### src/rtl/clsr_pkg.sv
`timescale 1ns / 1ps
package clsr_pkg;

	localparam int VAL_W = 31;

	// first generator: z1 <- 40014 * z1 mod (2^31 - 85)
	localparam logic [15:0] MUL1  = 16'd40014;
	localparam logic [8:0]  FOLD1 = 9'd85;
	localparam logic [31:0] MOD1  = 32'd2147483563;

	// second generator: z2 <- 40692 * z2 mod (2^31 - 249)
	localparam logic [15:0] MUL2  = 16'd40692;
	localparam logic [8:0]  FOLD2 = 9'd249;
	localparam logic [31:0] MOD2  = 32'd2147483399;

	localparam logic [31:0] MOD1_LESS1 = MOD1 - 32'd1;
	localparam logic [VAL_W-1:0] SECOND_RESET = 31'd123456789;
	localparam int WARMUP_EXTRA = 8;

	typedef enum logic {
		CMD_DRAW   = 1'b0,
		CMD_RESEED = 1'b1
	} rng_cmd_t;

	typedef enum logic [2:0] {
		ST_IDLE,
		ST_SEED_MUL,
		ST_SEED_RED,
		ST_DRAW_MUL,
		ST_DRAW_RED,
		ST_DRAW_OUT
	} clsr_state_t;

	typedef struct packed {
		logic load_seed;
		logic mul_en;
		logic upd_z1;
		logic upd_z2;
		logic warm_wr;
		logic warm_last;
		logic read_slot;
		logic commit;
	} clsr_cmd_t;

endpackage

### src/rtl/clsr_if.sv
`timescale 1ns / 1ps
interface clsr_req_if import clsr_pkg::*; ();
	logic             valid;
	logic             ready;
	logic             command;
	logic [VAL_W-1:0] seed_value;

	modport source (output valid, output command, output seed_value, input ready);
	modport sink (input valid, input command, input seed_value, output ready);
endinterface

interface clsr_rsp_if import clsr_pkg::*; ();
	logic             valid;
	logic             ready;
	logic [VAL_W-1:0] random_value;

	modport source (output valid, output random_value, input ready);
	modport sink (input valid, input random_value, output ready);
endinterface

### src/rtl/clsr_ram.sv
`timescale 1ns / 1ps
module clsr_ram #(
	parameter int WIDTH = 31,
	parameter int DEPTH = 32,
	localparam int AW = (DEPTH > 1) ? $clog2(DEPTH) : 1
) (
	input  logic             clk,
	input  logic             we,
	input  logic [AW-1:0]    waddr,
	input  logic [WIDTH-1:0] wdata,
	input  logic             re,
	input  logic [AW-1:0]    raddr,
	output logic [WIDTH-1:0] rdata
);

	logic [WIDTH-1:0] mem [DEPTH];

	always_ff @(posedge clk) begin
		if (we) begin
			mem[waddr] <= wdata;
		end
		if (re) begin
			rdata <= mem[raddr];
		end
	end

endmodule

### src/rtl/clsr_modmul.sv
`timescale 1ns / 1ps
module clsr_modmul import clsr_pkg::*; #(
	parameter logic [15:0] MULT    = 16'd40014,
	parameter logic [8:0]  FOLD    = 9'd85,
	parameter logic [31:0] MODULUS = 32'd2147483563
) (
	input  logic             clk,
	input  logic             en,
	input  logic [VAL_W-1:0] z,
	output logic [VAL_W-1:0] r
);

	localparam int PW = VAL_W + 16;

	logic [PW-1:0] prod_q;
	logic [31:0]   sum;
	logic [31:0]   red;

	always_ff @(posedge clk) begin
		if (en) begin
			prod_q <= PW'(z) * PW'(MULT);
		end
	end

	// 2^31 is congruent to FOLD: fold the high part down, then one subtract
	always_comb begin
		sum = 32'(prod_q[PW-1:VAL_W]) * 32'(FOLD) + 32'(prod_q[VAL_W-1:0]);
		red = (sum >= MODULUS) ? (sum - MODULUS) : sum;
		r   = red[VAL_W-1:0];
	end

endmodule

### src/rtl/clsr_ctrl.sv
`timescale 1ns / 1ps
module clsr_ctrl import clsr_pkg::*; #(
	parameter int TABLE_DEPTH = 32,
	localparam int IW = (TABLE_DEPTH > 1) ? $clog2(TABLE_DEPTH) : 1,
	localparam int CW = $clog2(TABLE_DEPTH + WARMUP_EXTRA)
) (
	input  logic          clk,
	input  logic          arst_n,
	input  logic          req_valid,
	input  logic          req_command,
	output logic          req_ready,
	input  logic          rsp_ready,
	output logic          rsp_valid,
	output clsr_cmd_t     cmd,
	output logic [IW-1:0] warm_idx
);

	clsr_state_t   state_q;
	clsr_state_t   state_d;
	logic [CW-1:0] cnt_q;
	logic          ovalid_q;
	logic          out_free;
	logic          is_reseed;

	assign out_free  = !ovalid_q || rsp_ready;
	assign rsp_valid = ovalid_q;
	assign warm_idx  = cnt_q[IW-1:0];
	assign is_reseed = req_command == CMD_RESEED;

	always_comb begin
		state_d = state_q;
		unique case (state_q)
			ST_IDLE: begin
				if (req_valid) begin
					state_d = is_reseed ? ST_SEED_MUL : ST_DRAW_RED;
				end
			end
			ST_SEED_MUL: state_d = ST_SEED_RED;
			ST_SEED_RED: state_d = (cnt_q == '0) ? ST_DRAW_MUL : ST_SEED_MUL;
			ST_DRAW_MUL: state_d = ST_DRAW_RED;
			ST_DRAW_RED: state_d = ST_DRAW_OUT;
			ST_DRAW_OUT: begin
				if (out_free) begin
					state_d = ST_IDLE;
				end
			end
			default: state_d = ST_IDLE;
		endcase
	end

	always_comb begin
		cmd       = '0;
		req_ready = 1'b0;
		unique case (state_q)
			ST_IDLE: begin
				req_ready     = 1'b1;
				cmd.load_seed = req_valid && is_reseed;
				cmd.mul_en    = req_valid && !is_reseed;
				cmd.read_slot = req_valid && !is_reseed;
			end
			ST_SEED_MUL: cmd.mul_en = 1'b1;
			ST_SEED_RED: begin
				cmd.upd_z1    = 1'b1;
				cmd.warm_wr   = cnt_q < CW'(TABLE_DEPTH);
				cmd.warm_last = cnt_q == '0;
			end
			ST_DRAW_MUL: begin
				cmd.mul_en    = 1'b1;
				cmd.read_slot = 1'b1;
			end
			ST_DRAW_RED: begin
				cmd.upd_z1 = 1'b1;
				cmd.upd_z2 = 1'b1;
			end
			ST_DRAW_OUT: cmd.commit = out_free;
			default: cmd = '0;
		endcase
	end

	always_ff @(posedge clk or negedge arst_n) begin
		if (!arst_n) begin
			state_q  <= ST_IDLE;
			cnt_q    <= '0;
			ovalid_q <= 1'b0;
		end else begin
			state_q <= state_d;
			if (cmd.load_seed) begin
				cnt_q <= CW'(TABLE_DEPTH + WARMUP_EXTRA - 1);
			end else if (cmd.upd_z1 && state_q == ST_SEED_RED && cnt_q != '0) begin
				cnt_q <= cnt_q - CW'(1);
			end
			if (cmd.commit) begin
				ovalid_q <= 1'b1;
			end else if (rsp_ready) begin
				ovalid_q <= 1'b0;
			end
		end
	end

endmodule

### src/rtl/clsr_dpath.sv
`timescale 1ns / 1ps
module clsr_dpath import clsr_pkg::*; #(
	parameter int TABLE_DEPTH = 32,
	localparam int IW = (TABLE_DEPTH > 1) ? $clog2(TABLE_DEPTH) : 1
) (
	input  logic             clk,
	input  logic             arst_n,
	input  clsr_cmd_t        cmd,
	input  logic [IW-1:0]    warm_idx,
	input  logic [VAL_W-1:0] seed_value,
	output logic [VAL_W-1:0] random_value
);

	localparam logic [31:0] SLOT_DIV = 32'(1 + (MOD1_LESS1 / 32'(TABLE_DEPTH)));

	logic [VAL_W-1:0]     z1_q;
	logic [VAL_W-1:0]     z2_q;
	logic [VAL_W-1:0]     last_q;
	logic [VAL_W-1:0]     rnd_q;
	logic [IW-1:0]        slot_q;
	logic [TABLE_DEPTH-1:0] valid_q;
	logic [VAL_W-1:0]     r1;
	logic [VAL_W-1:0]     r2;
	logic [VAL_W-1:0]     seed_z;
	logic [TABLE_DEPTH:0] ge;
	logic [IW-1:0]        slot_c;
	logic [VAL_W-1:0]     rdata;
	logic [VAL_W-1:0]     entry;
	logic [31:0]          diff;
	logic [31:0]          wrapped;
	logic                 ram_we;
	logic [IW-1:0]        ram_waddr;
	logic [VAL_W-1:0]     ram_wdata;

	assign seed_z       = (seed_value == '0) ? VAL_W'(1) : seed_value;
	assign random_value = rnd_q;

	clsr_modmul #(.MULT(MUL1), .FOLD(FOLD1), .MODULUS(MOD1)) u_first (
		.clk (clk),
		.en  (cmd.mul_en),
		.z   (z1_q),
		.r   (r1)
	);

	clsr_modmul #(.MULT(MUL2), .FOLD(FOLD2), .MODULUS(MOD2)) u_second (
		.clk (clk),
		.en  (cmd.mul_en),
		.z   (z2_q),
		.r   (r2)
	);

	// slot = last / SLOT_DIV, saturated: thermometer of threshold compares
	always_comb begin
		ge              = '0;
		ge[0]           = 1'b1;
		for (int k = 1; k < TABLE_DEPTH; k++) begin
			ge[k] = {1'b0, last_q} >= (32'(k) * SLOT_DIV);
		end
		slot_c = '0;
		for (int k = 0; k < TABLE_DEPTH; k++) begin
			if (ge[k] && !ge[k+1]) begin
				slot_c = slot_c | IW'(k);
			end
		end
	end

	// an entry never written reads as zero
	always_comb begin
		entry   = valid_q[slot_q] ? rdata : '0;
		diff    = {1'b0, entry} - {1'b0, z2_q};
		wrapped = (diff[31] || diff == '0) ? (diff + MOD1_LESS1) : diff;
	end

	always_comb begin
		ram_we    = cmd.warm_wr || cmd.commit;
		ram_waddr = cmd.warm_wr ? warm_idx : slot_q;
		ram_wdata = cmd.warm_wr ? r1 : z1_q;
	end

	clsr_ram #(.WIDTH(VAL_W), .DEPTH(TABLE_DEPTH)) u_table (
		.clk   (clk),
		.we    (ram_we),
		.waddr (ram_waddr),
		.wdata (ram_wdata),
		.re    (cmd.read_slot),
		.raddr (slot_c),
		.rdata (rdata)
	);

	always_ff @(posedge clk or negedge arst_n) begin
		if (!arst_n) begin
			z1_q    <= VAL_W'(1);
			z2_q    <= SECOND_RESET;
			last_q  <= '0;
			valid_q <= '0;
		end else begin
			if (cmd.load_seed) begin
				z1_q <= seed_z;
				z2_q <= seed_z;
			end else begin
				if (cmd.upd_z1) begin
					z1_q <= r1;
				end
				if (cmd.upd_z2) begin
					z2_q <= r2;
				end
			end
			if (cmd.warm_last) begin
				last_q <= r1;
			end else if (cmd.commit) begin
				last_q <= wrapped[VAL_W-1:0];
			end
			if (ram_we) begin
				valid_q[ram_waddr] <= 1'b1;
			end
		end
	end

	always_ff @(posedge clk) begin
		if (cmd.read_slot) begin
			slot_q <= slot_c;
		end
		if (cmd.commit) begin
			rnd_q <= wrapped[VAL_W-1:0];
		end
	end

endmodule

### src/rtl/combined_lcg_shuffle_rng.sv
`timescale 1ns / 1ps
// Draw: accept + both products, fold/reduce, then table combine, which waits
// while the last result is still held in the output register and not yet taken.
// Reseed: seed both generators, then TABLE_DEPTH + WARMUP_EXTRA warm-up steps of
// the first generator (a multiply, then a reduce, each), then a draw as above.
// Result appears in the output register the cycle after the combine step.
// Reset: generators to 1 and 123456789, last output to zero, table reads as zero.
module combined_lcg_shuffle_rng import clsr_pkg::*; #(
	parameter int TABLE_DEPTH = 32
) (
	input logic         clk,
	input logic         arst_n,
	clsr_req_if.sink    req,
	clsr_rsp_if.source  rsp
);

	localparam int IW = (TABLE_DEPTH > 1) ? $clog2(TABLE_DEPTH) : 1;

	clsr_cmd_t     cmd;
	logic [IW-1:0] warm_idx;

	clsr_ctrl #(.TABLE_DEPTH(TABLE_DEPTH)) u_ctrl (
		.clk         (clk),
		.arst_n      (arst_n),
		.req_valid   (req.valid),
		.req_command (req.command),
		.req_ready   (req.ready),
		.rsp_ready   (rsp.ready),
		.rsp_valid   (rsp.valid),
		.cmd         (cmd),
		.warm_idx    (warm_idx)
	);

	clsr_dpath #(.TABLE_DEPTH(TABLE_DEPTH)) u_dpath (
		.clk          (clk),
		.arst_n       (arst_n),
		.cmd          (cmd),
		.warm_idx     (warm_idx),
		.seed_value   (req.seed_value),
		.random_value (rsp.random_value)
	);

	a_out_range: assert property (@(posedge clk) disable iff (!arst_n)
		rsp.valid |-> (rsp.random_value != '0) && (rsp.random_value <= 31'd2147483562))
		else $error("result out of range");

	a_one_writer: assert property (@(posedge clk) disable iff (!arst_n)
		!(cmd.warm_wr && cmd.commit))
		else $error("warm-up and draw both write the table");

	a_commit_shows: assert property (@(posedge clk) disable iff (!arst_n)
		cmd.commit |=> rsp.valid)
		else $error("committed result not presented");

	a_idle_holds: assert property (@(posedge clk) disable iff (!arst_n)
		req.ready |-> !cmd.upd_z1 && !cmd.upd_z2 && !cmd.commit)
		else $error("state advanced while idle");

endmodule

### src/flat_wrapper.sv
// flat-port wrapper written by rule: the top's interface ports become plain ports
module combined_lcg_shuffle_rng_flat import clsr_pkg::*;
#(
	parameter int TABLE_DEPTH = 32
)
  (clk, arst_n, req_valid, req_command, req_seed_value, req_ready, rsp_valid, rsp_random_value, rsp_ready);
  clsr_req_if req_i ();
  clsr_rsp_if rsp_i ();
  input logic clk;
  input logic arst_n;
  input wire logic [$bits(req_i.valid)-1:0] req_valid;
  input wire logic [$bits(req_i.command)-1:0] req_command;
  input wire logic [$bits(req_i.seed_value)-1:0] req_seed_value;
  output wire logic [$bits(req_i.ready)-1:0] req_ready;
  output wire logic [$bits(rsp_i.valid)-1:0] rsp_valid;
  output wire logic [$bits(rsp_i.random_value)-1:0] rsp_random_value;
  input wire logic [$bits(rsp_i.ready)-1:0] rsp_ready;
  assign req_i.valid = req_valid;
  assign req_i.command = req_command;
  assign req_i.seed_value = req_seed_value;
  assign req_ready = req_i.ready;
  assign rsp_valid = rsp_i.valid;
  assign rsp_random_value = rsp_i.random_value;
  assign rsp_i.ready = rsp_ready;
  combined_lcg_shuffle_rng #(.TABLE_DEPTH(TABLE_DEPTH)) u_core (.clk(clk), .arst_n(arst_n), .req(req_i), .rsp(rsp_i));
endmodule
### config.mk
export PLATFORM = sky130hd
export DESIGN_NAME = combined_lcg_shuffle_rng_flat
export DESIGN_NICKNAME = d
export VERILOG_FILES = /design/src/rtl/clsr_pkg.sv /design/src/rtl/clsr_if.sv /design/src/rtl/clsr_ram.sv /design/src/rtl/clsr_modmul.sv /design/src/rtl/clsr_ctrl.sv /design/src/rtl/clsr_dpath.sv /design/src/rtl/combined_lcg_shuffle_rng.sv /design/src/flat_wrapper.sv
export SDC_FILE = /design/constraint.sdc
export NUM_CORES = 2
export LEC_CHECK = 0
export BUFFER_PORTS_ARGS = -buffer_cell sky130_fd_sc_hd__buf_2
export CELL_PAD_IN_SITES_DETAIL_PLACEMENT = 0
export CELL_PAD_IN_SITES_GLOBAL_PLACEMENT = 1
export CORE_ASPECT_RATIO = 0.9
export CORE_MARGIN = 4
export CORE_UTILIZATION = 35
export DETAILED_ROUTE_END_ITERATION = 8
export GPL_ROUTABILITY_DRIVEN = 0
export PLACE_DENSITY = 0.57
export SYNTH_ARGS = -nofsm -noshare
export SYNTH_HDL_FRONTEND = slang
export SYNTH_SLANG_ARGS = --single-unit
### constraint.sdc
create_clock -name clk -period 8 [get_ports clk]
set_input_delay 0.8 -clock clk [delete_from_list [all_inputs] [get_ports clk]]
set_output_delay 0.8 -clock clk [all_outputs]
set_load 0.01 [all_outputs]
==> impl_metrics.py <==
metrics = {
    "layout": {
        "drive_gt1_share_pct": 9.69,
        "layout.nets": 7537,
        "fill_cells": 20500,
        "area_growth_pct": 12.7,
        "postLayoutCellArea_sq_um": 85300,
        "regArea_sq_um": 37900,
        "multi_input_area_sq_um": 34900,
    },
    "setup_path": {
        "path_buf_inv": 2,
        "slowest_stage": "a21o_1",
        "cp_common_cell": "fa_1",
        "critPathRequiredTime_ns": 8.39,
        "start_kind": "register",
        "critical-path-max-stage-delay_ns": 0.61,
        "crit_type": "reg2reg",
        "path_delay_family": "compound AO/OA/AOI/OAI gates",
        "path_cells": "ha_1 > fa_1 > inv_1 > fa_1 > fa_1 > inv_1 > ha_1 > a21o_1 > a31o_2 > a21oi_1 > a21oi_1 > o21a_1 > or3_1 > a311oi_1 > and4b_1 > a21o_1 > a31oi_1 > a31o_2 > mux2_2",
        "setup.worst_path.end_class": "register",
        "critPathArrivalTime_ns": 7.76,
        "path_max_fanout": 32,
    },
    "timing": {
        "drv_slew": 0,
        "finalCriticalPeriod_ns": 7.37,
        "slew_headroom_pct": 13.1,
        "finalSetupViolCount": 0,
        "worst_pin_slew_ns": 1.30,
        "fmax_mhz": 136,
        "setup_tns_ns": 0,
        "rsz0062_at_grt": "no",
        "post-route-period-util_pct": 92.1,
        "hold_violations": 0,
        "clock-skew-final_ns": 0.0461,
    },
    "clock_network": {
        "clk_latency_ns": 0.80,
        "cts_sinks": 1284,
        "cts_setup_buffers": 0,
        "htreeDepth": 4,
        "cts_tree": "built",
        "cts_resized": 0,
        "clk_path_buf_depth": 3,
        "cts_root_buf": "clkbuf_16",
        "hold_buffers": 0,
        "clk_pin_slew_ns": 0.07,
        "cts_buffers": 139,
    },
    "floorplanning": {
        "die_height_microns": 449,
        "ios": 69,
        "die_w_microns": 498,
        "core_area_sq_um": 215000,
        "core.rowCount": 161,
        "dieArea_sq_um": 224000,
        "start_util_pct": 35.3,
    },
    "detailed_routing": {
        "wl_per_cell_microns": 27.4,
        "drc": 0,
        "vias": 52200,
        "ant_nets": 0,
        "drt_iter0_drc": 5033,
        "drt-pass1-iter-count": 6,
        "via_per_inst": 5.47,
        "wirelength_microns": 261000,
    },
    "global_routing": {
        "grt_pass1_vias": 51300,
        "grt_usage_pct": 23.0,
        "grt_antenna_before_repair": 20,
        "grt_remaining_overflow": 0,
        "globalRouteMet2Util_pct": 36.7,
        "grt_util_met1_pct": 33.2,
        "grt.busiest_layer": "met2",
        "grt_start_max_net_pins": 105,
        "grt_pass1_wl_microns": 377000,
        "grt_use_met3_pct": 3.45,
    },
    "synthesis": {
        "yosysSeqAreaShare_pct": 50.1,
        "synth_fa_ha_area_share_pct": 19.8,
        "synthSimpleGateAreaFrac_pct": 11.6,
        "syn_nets": 7398,
        "ys.flop_type": "edfxtp_1",
        "synth_compound_area_share_pct": 9.46,
        "avgSynthCellArea_sq_um": 11.8,
        "syn_area_sq_um": 75700,
        "async_flop_share_pct": 10.4,
        "synth-edff-count": 1150,
        "synthCells": 6432,
        "yosysUniqueCellTypes": 92,
        "synth_top_family_by_area": "adder cells",
        "yosysWarnings": 0,
        "muxShareOfSynthArea_pct": 2.14,
        "yosys_register_bits": 1284,
        "synth-xor-area-share_pct": 2.45,
    },
    "flow_run": {
        "maxCapViolCount": 0,
    },
    "placed_design": {
        "dp_hpwl_microns": 178000,
        "placed_area_sq_um": 80700,
        "portBuffers": 68,
    },
    "status": {
        "outcome": "finished, final reports clean",
    },
    "worst_hold_path": {
        "min_path_type": "in2async",
    },
}
-- metrics by stage --
step / util, % / instances / hold WS, ns / worst slack, ns
global placement: 37.6 / 9282 / 0.450 / 0.833
detailed placement: 37.6 / 9282 / 0.448 / 0.629
finish: 39.7 / 9542 / 0.0301 / 0.632
global route: 39.7 / 9537 / 0.0652 / 0.173
CTS: 39.7 / 9536 / 0.0278 / 0.562
floorplan: - / 6432 / 0.434 / 0.517
-- cell usage after synthesis (all sizes together) (134+ instances only) --
cell	number	area [sq um]
mux2i	134	1340
fa	446	8930
nor2	197	739
nand3	310	1550
nand2	980	3680
a31oi	155	970
a21oi	178	895
clkbuf	216	811
inv	626	2350
ha	484	6060
edfxtp	1150	34500
o21ai	180	901
xnor2	145	1280
-- cells in the final DEF, fill, tap and decap left out, types with 90 or more instances in the layout --
master,n
edfxtp_1,1150
nand2_1,977
inv_1,624
ha_1,484
fa_1,446
nand3_1,310
buf_4,178
a21oi_1,176
nor2_1,161
a31oi_1,153
o21ai_0,150
xnor2_1,144
clkbuf_16,140
mux2i_1,133
a32oi_1,127
dfrtp_1,117
a21o_1,90
-- final timing paths --
path | end | startpoint | cells after the start | slack, ns
worst max-delay path | u_core.u_dpath.u_table.mem[25][16] | u_core.u_dpath.u_first.prod_q[36] | 19 | 0.63
worst min-delay path | u_core.u_dpath.z1_q[6] | arst_n | 1 | 0.03
worst max register to register | u_core.u_dpath.u_table.mem[25][16] | u_core.u_dpath.u_first.prod_q[36] | 19 | 0.63
worst min register to register | u_core.u_dpath.valid_q[5] | u_core.u_dpath.valid_q[5] | 1 | 0.47
max in group asynchronous | u_core.u_dpath.valid_q[12] | arst_n | 2 | 6.49
min in group clk | u_core.u_dpath.z1_q[2] | req_seed_value[2] | 3 | 0.34
-- cell families after synthesis --
| group | after synthesis |
|---|---|
| AOI/OAI and AO/OA | 1043 |
| xor gates and xnor gates | 211 |
| adders and majority gates | 930 |
| buffers and inverters | 889 |
| DFF | 1284 |
| muxes | 149 |
| and+or+nand+nor | 1926 |
-- per-layer routing --
| metal | vias to the layer above | wire length (microns) |
|---|---|---|
| met5 | - | 33 |
| met4 | 4 | 5450 |
| met3 | 291 | 15800 |
| met2 | 1634 | 120000 |
| met1 | 27000 | 119000 |
| li1 | 23300 | - |
-- state kept, by name, indices dropped and copies added, names as in the netlist --
signal,flops
u_core.u_dpath.z1_q,31
u_core.u_dpath.last_q,30
u_core.u_dpath.slot_q,5
u_core.u_dpath.random_value,31
u_core.u_ctrl.cnt_q,6
u_core.u_dpath.z2_q,31
u_core.u_dpath.u_first.prod_q,46
u_core.u_ctrl.state_q,3
u_core.u_dpath.u_table.rdata,31
u_core.u_dpath.u_second.prod_q,45
u_core.u_ctrl.rsp_valid,1
u_core.u_dpath.valid_q,32
u_core.u_dpath.u_table.mem,992
-- final cells by class --
cell class	instances	area share (%)
clock inverter	89	1.08
antenna	6	0.0176
inverter	626	2.76
clock buffer	165	4.27
multi-input combinational	4259	40.9
sequential	1284	44.5
timing repair buffer	261	2.33
tap	2852	4.19
Power is left out: the tool's default activity adds up to more than one toggle a clock period on the data nets, which glitch-free logic cannot reach.
